## config.mk

```make
export PLATFORM = sky130hd
export DESIGN_NAME = mlfq_front
export DESIGN_NICKNAME = d
export VERILOG_FILES = /design/src/rtl/mlfq_pkg.sv /design/src/rtl/mlfq_front.sv
export SDC_FILE = /design/constraint.sdc
export NUM_CORES = 1
export LEC_CHECK = 0
export BUFFER_PORTS_ARGS = -buffer_cell sky130_fd_sc_hd__buf_4
export CAP_MARGIN = 20
export CORE_UTILIZATION = 50
export CTS_CLUSTER_SIZE = 20
export DETAILED_ROUTE_END_ITERATION = 6
export PLACE_DENSITY = 0.77
export SLEW_MARGIN = 25
export SYNTH_ARGS = -nofsm -noshare
export SYNTH_HDL_FRONTEND = slang
export SYNTH_SLANG_ARGS = --single-unit
```

## constraint.sdc

```tcl
create_clock -name clk -period 4.6 [get_ports clk]
set_input_delay 0.23 -clock clk [delete_from_list [all_inputs] [get_ports clk]]
set_output_delay 0.23 -clock clk [all_outputs]
set_load 0.01 [all_outputs]
```

## src/rtl/mlfq_pkg.sv

```systemverilog
// ----------------------------------------------------------------------------
// mlfq_pkg
// Shared sizes, codes, types and helper functions of the multilevel
// feedback queue scheduler.
// ----------------------------------------------------------------------------
`default_nettype none

package mlfq_pkg;

    localparam int LEVELS      = 4;
    localparam int QUEUE_DEPTH = 16;

    localparam int LVL_W  = (LEVELS > 1) ? $clog2(LEVELS) : 1;
    localparam int PTR_W  = $clog2(QUEUE_DEPTH);
    localparam int CNT_W  = $clog2(QUEUE_DEPTH + 1);
    localparam int SLOTS  = LEVELS * QUEUE_DEPTH;
    localparam int ADDR_W = $clog2(SLOTS);

    localparam logic OP_ARRIVE   = 1'b0;
    localparam logic OP_DISPATCH = 1'b1;

    localparam logic [1:0] ST_OK    = 2'd0;
    localparam logic [1:0] ST_FULL  = 2'd1;
    localparam logic [1:0] ST_EMPTY = 2'd2;

    typedef enum logic {
        CMD_ARRIVE,
        CMD_DISPATCH
    } cmd_kind_t;

    // One classified word handed from the front to the back.
    typedef struct packed {
        cmd_kind_t   kind;
        logic [7:0]  task_id;
        logic [15:0] burst_time;
        logic [31:0] start_time;
    } cmd_t;

    // One entry of the task store.
    typedef struct packed {
        logic [7:0]  id;
        logic [15:0] left;
        logic [31:0] start;
    } task_t;

    localparam int TASK_W = $bits(task_t);

    function automatic logic [PTR_W-1:0] ptr_inc(input logic [PTR_W-1:0] p);
        logic [PTR_W-1:0] r;
        if (p == PTR_W'(QUEUE_DEPTH - 1))
            r = '0;
        else
            r = p + 1'b1;
        return r;
    endfunction

    function automatic logic [ADDR_W-1:0] slot_addr(input logic [LVL_W-1:0] lv,
                                                    input logic [PTR_W-1:0] p);
        int a;
        a = int'(lv) * QUEUE_DEPTH + int'(p);
        return ADDR_W'(a);
    endfunction

endpackage

`default_nettype wire

```

## src/rtl/mlfq_front.sv

```systemverilog
// ----------------------------------------------------------------------------
// mlfq_front
// Accepts input words, decodes the opcode and holds the classified
// commands in a two-entry queue until the back end takes them.
// ----------------------------------------------------------------------------
`default_nettype none

module mlfq_front (
    input  wire logic          clk,
    input  wire logic          rst_n,
    input  wire logic          in_valid,
    output logic               in_stall,
    input  wire logic          opcode,
    input  wire logic [7:0]    task_id,
    input  wire logic [15:0]   burst_time,
    input  wire logic [31:0]   start_time,
    output logic               cmd_valid,
    output mlfq_pkg::cmd_t     cmd,
    input  wire logic          cmd_pop
);

    mlfq_pkg::cmd_t entry_reg [2];
    logic           wr_ptr_reg;
    logic           rd_ptr_reg;
    logic [1:0]     fill_reg;

    mlfq_pkg::cmd_t decoded;
    logic           push;
    logic           pop;

    always_comb
    begin
        decoded.task_id    = task_id;
        decoded.burst_time = burst_time;
        decoded.start_time = start_time;
        unique case (opcode)
            mlfq_pkg::OP_ARRIVE:   decoded.kind = mlfq_pkg::CMD_ARRIVE;
            mlfq_pkg::OP_DISPATCH: decoded.kind = mlfq_pkg::CMD_DISPATCH;
            default:               decoded.kind = mlfq_pkg::CMD_ARRIVE;
        endcase
    end

    assign in_stall  = (fill_reg == 2'd2);
    assign push      = in_valid && !in_stall;
    assign cmd_valid = (fill_reg != 2'd0);
    assign pop       = cmd_pop && cmd_valid;
    assign cmd       = entry_reg[rd_ptr_reg];

    always_ff @(posedge clk or negedge rst_n)
    begin
        if (!rst_n)
        begin
            wr_ptr_reg <= 1'b0;
            rd_ptr_reg <= 1'b0;
            fill_reg   <= 2'd0;
        end
        else
        begin
            if (push)
            begin
                wr_ptr_reg <= !wr_ptr_reg;
            end
            if (pop)
            begin
                rd_ptr_reg <= !rd_ptr_reg;
            end
            if (push && !pop)
            begin
                fill_reg <= fill_reg + 2'd1;
            end
            else if (pop && !push)
            begin
                fill_reg <= fill_reg - 2'd1;
            end
        end
    end

    always_ff @(posedge clk)
    begin
        if (push)
        begin
            entry_reg[wr_ptr_reg] <= decoded;
        end
    end

endmodule

`default_nettype wire

```

# Yosys cells after proc, flatten, opt, wreduce, memory -nomap -nowiden
# Memory sizes are Yosys's and may differ from the RTL's.
# Index checks and enable logic that the tools add are counted.
dict set report op_classes {
  add_sub_neg 2
  eq_ne 1
  muxes 5
  reduce_logical 11
  bitwise 1
}
# cell count
set ops {}
lappend ops {{$logic_not 1->1} 5}
lappend ops {{$logic_and 1x1->1} 4}
lappend ops {{$mux 2} 2}
lappend ops {{$reduce_bool 2->1} 2}
lappend ops {{$add 2x1->2 const B} 1}
lappend ops {{$eq 2x2->1 const B} 1}
lappend ops {{$mux 1} 2}
lappend ops {{$pmux 1 s2} 1}
lappend ops {{$sub 2x1->2 const B} 1}
lappend ops {{$not 1->1} 1}
dict set report word_totals {
  input_bits 61
  memories 1
  regBits 4
  ram_bits 114
  wordCells 24
}
# memory words word_bits read_ports rd_clocked_by_memory_dff wr line_no
set mem_list {}
lappend mem_list {entry_reg 2 57 1 0 1 mlfq_front.sv:22} ;# mlfq_pkg::cmd_t entry_reg [2];

# Logic depth before layout (Yosys ltp)
dict set report depth {
  ltp_word 7
  ltp_mapped 7
  ltp_nobuf 7
}

# Least setup slack after synthesis
# Ideal clock, no wire load.
dict set report synth_path {
  path_kind {reg2reg}
  from {register fill_reg[0]}
  to {memory entry_reg[0][0] (netlist bit), enable pin}
  synth_period_minus_slack_ps 3482
  path_slack_ps 1118
  setup_ps 472
  t_arrival_ps 3010
  stages_incl_launch_ff 4
  t_required_ps 4128
  path_buffers 0
  path_cell_list {dfrtp_1 -> nand2b_1 -> nand2_1 -> nor2_1}
}
dict set report synth_via {
  elab_chain_len 5
}
# element line_no
set synth_rtl {}
lappend synth_rtl {{from (decl)} mlfq_front.sv:25} ;# logic [1:0] fill_reg;
lappend synth_rtl {{from (signal assigned)} mlfq_front.sv:69} ;# fill_reg <= fill_reg + 2'd1;
lappend synth_rtl {{from (signal assigned)} mlfq_front.sv:73} ;# fill_reg <= fill_reg - 2'd1;
lappend synth_rtl {{$eq 2x2->1} mlfq_front.sv:43} ;# assign in_stall = (fill_reg == 2'd2);
lappend synth_rtl {{$logic_not 1->1} mlfq_front.sv:44} ;# assign push = in_valid && !in_stall;
lappend synth_rtl {{$logic_and 1x1->1} mlfq_front.sv:44}
lappend synth_rtl {{$mux 1} mlfq_front.sv:80} ;# if (push)
lappend synth_rtl {{$mux 1 (not written as such)} mlfq_front.sv:82} ;# entry_reg[wr_ptr_reg] <= decoded;
lappend synth_rtl {{to (decl)} mlfq_front.sv:22}
# No other way between the ends.

==> flow_metrics.env <==
export IMPL_status="complete, no violations"
export IMPL_dr_pass1_iters=4
export IMPL_dp_slack_ps=2288
export IMPL_grt_antenna_before_repair=0
export IMPL_rr_worst_depth=4
export IMPL_clkTransAtPathRegs_ps=50
export IMPL_numCtsBuffers=17
export IMPL_cts_tree="yes"
export IMPL_dieHeight_um=95.67
export IMPL_grt_start_max_net_pins=45
export IMPL_rows=33
export IMPL_diodes=0
export IMPL_crit_path_end_kind="primary output"
export IMPL_worst_slew_margin_rel_pct=36.96
export IMPL_dieArea_um2=9152
export IMPL_syn_mean_instance_area_um2=22.38
export IMPL_p_leak_nw=2.568
export IMPL_min_path_cells=3
export IMPL_power_w=0.004011
export IMPL_htreeDepth=4
export IMPL_cts_sinks=118
export IMPL_crit_fanout=44
export IMPL_fin_skew_ps=7.831
export IMPL_drt_vias_per_instance=4.816
export IMPL_n_fill_cell=462
export IMPL_hp_class="in -> reg"
export IMPL_slew_viol_final=0
export IMPL_rsz0062_at_grt="no"
export IMPL_hold_violations=0
export IMPL_rr_startpoint="fill_reg[0]"
export IMPL_final_common_cell="buf_4"
export IMPL_die_width_um=95.67
export IMPL_holdCritStartpoint="cmd_pop"
export IMPL_intPower_w=0.002954
export IMPL_cts_resized=0
export IMPL_grt_ovfl_total=0
export IMPL_p_sw_w=0.001057
export IMPL_totalWireLength_um=8114
export IMPL_r2r_end="entry_reg[0][29]"
export IMPL_setup_viol=0
export IMPL_fin_crit_sh_pct=53.92
export IMPL_syn_num_nets=258
export IMPL_setup_ws_ps=2120
export IMPL_grt_pass1_wl_um=11920
export IMPL_final_layout_size_suffix_gt1_share_pct=52.00
export IMPL_dpl_hpwl_um=4747
export IMPL_fmax_mhz=403.2
export IMPL_ys_seq_elements=118
export IMPL_post_cts_buffers=0
export IMPL_hold_buffers=58
export IMPL_p_per_area_nw_per_um2=613.8
export IMPL_p_seq_share_pct=40.4
export IMPL_yosysWarningCount=0
export IMPL_tns_ps=0
export IMPL_crit_arrival_ps=2250
export IMPL_ff2ff_setup_slack_ps=2340
export IMPL_p_clk_share_pct=30.6
export IMPL_netSwitchingFraction_pct=26.35
export IMPL_vdd_drop_max_v=0.0003562
export IMPL_fin_crit_ps=2480
export IMPL_synthesis_instances=196
export IMPL_place_congestion=0.7424
export IMPL_whs_endpoint="rd_ptr_reg"
export IMPL_io_buffers=119
export IMPL_grt_use_total_pct=18.73
export IMPL_io_pins=120
export IMPL_critPathLaunchType="flop"
export IMPL_synthToLayoutAreaGrowth_pct=48.97
export IMPL_worst_pin_slew_ps=943.3
export IMPL_final_nets=451
export IMPL_final_cell_mix="buf_4, edfxtp_1, dlygate4sd3_1"
export IMPL_comb_power_share_pct=29.0
export IMPL_cts_root_buffer_cell="clkbuf_8"
export IMPL_core_region_area_um2=8341
export IMPL_syn_cell_area_um2=4387
export IMPL_clk_latency_ps=490
export IMPL_synth_cell_types=15
export IMPL_cap_violations=0
export IMPL_grt_pass1_vias=2457
export IMPL_drc=0
export IMPL_drtIter0Drc=93
export IMPL_yosysSeqAreaShare_pct=80.32
export IMPL_largest_reg_flops=114
export IMPL_wl_per_cell_um=16.07
export IMPL_criticalPathCategory="reg -> out"
export IMPL_ant_nets=0
export IMPL_routed_via_count=2432
export IMPL_clk_path_buf_depth=2
export IMPL_initial_core_util_pct=52.60
export IMPL_required_ps=4370
-- layer usage --
metal	vias to the layer above	part of all wire [%]	global-route usage (%)
li1	1161	-	-
met1	1167	41	21.42
met2	100	52	31.67
met3	4	6.9	7.337
met4	0	0.59	7.338
met5	-	0	0
-- power groups by stage --
stage,clock network [W],registers [W],logic (W)
2_1_floorplan,0,0.00155,0.000733
3_3_place_gp,0,0.00163,0.00112
4_1_cts,0.00125,0.00162,0.00118
5_1_grt,0.00129,0.00165,0.00125
6_report,0.00123,0.00162,0.00116
3_5_place_dp,0,0.00164,0.00114
-- how the worst max path moves through the flow --
| stage | from | end | cells after the start |
|---|---|---|---|
| 6_report | rd_ptr_reg | cmd[54] | 3 |
| 5_1_grt | rd_ptr_reg | cmd[54] | 3 |
| 4_1_cts | rd_ptr_reg | cmd[54] | 3 |
| 3_5_place_dp | fill_reg[0] | entry_reg[0][11] | 4 |
| 3_3_place_gp | rd_ptr_reg | cmd[56] | 3 |
| 2_1_floorplan | fill_reg[0] | entry_reg[0][0] | 3 |
-- cells in the mapped netlist, drive strengths merged --
library cell	instances	share of area, %
edfxtp	114	78
mux2	57	16
buf	6	1.1
dfrtp	4	2.3
xnor2	3	0.60
inv	2	0.17
nand2	2	0.17
nor2	2	0.17
xor2	2	0.40
and3	1	0.14
ha	1	0.29
nand2b	1	0.14
or2	1	0.14
-- cell type report --
type                       instances  area, µm²  area share, %
clock inverter                    11      135.1          2.068
inverter                           2      7.507         0.1149
multi-input combinational         70      815.8          12.48
timing repair buffer             180       1496          22.90
tap                              105      131.4          2.010
sequential                       118       3527          53.97
clock buffer                      19      421.7          6.452
-- stage by stage --
step / utilization [%] / cells / hold WS, ps / instance area (µm²)
after floorplan: - / 196 / -65.59 / 4387
after global placement: 64.69 / 417 / 27.83 / 5395
after detailed placement: 64.69 / 417 / 30.58 / 5395
after CTS: 78.32 / 505 / 13.39 / 6533
after global routing: 78.35 / 505 / 53.46 / 6535
final: 78.35 / 505 / 45.85 / 6535
-- logic make-up after synthesis --
family	Yosys count	share of synthesized area [%]
flops	118	80.32
mux	57	16.34
buf+inv	8	1.283
simple gates	7	0.7705
xor+xnor	5	0.9985
fa+ha+maj	1	0.2852
-- critical path, cell delays in order, from the launching register on --
cell	delay, ps
dfrtp_4	840
buf_4	390
mux2_2	380
buf_4	140
(Power assumes the default switching activity.)
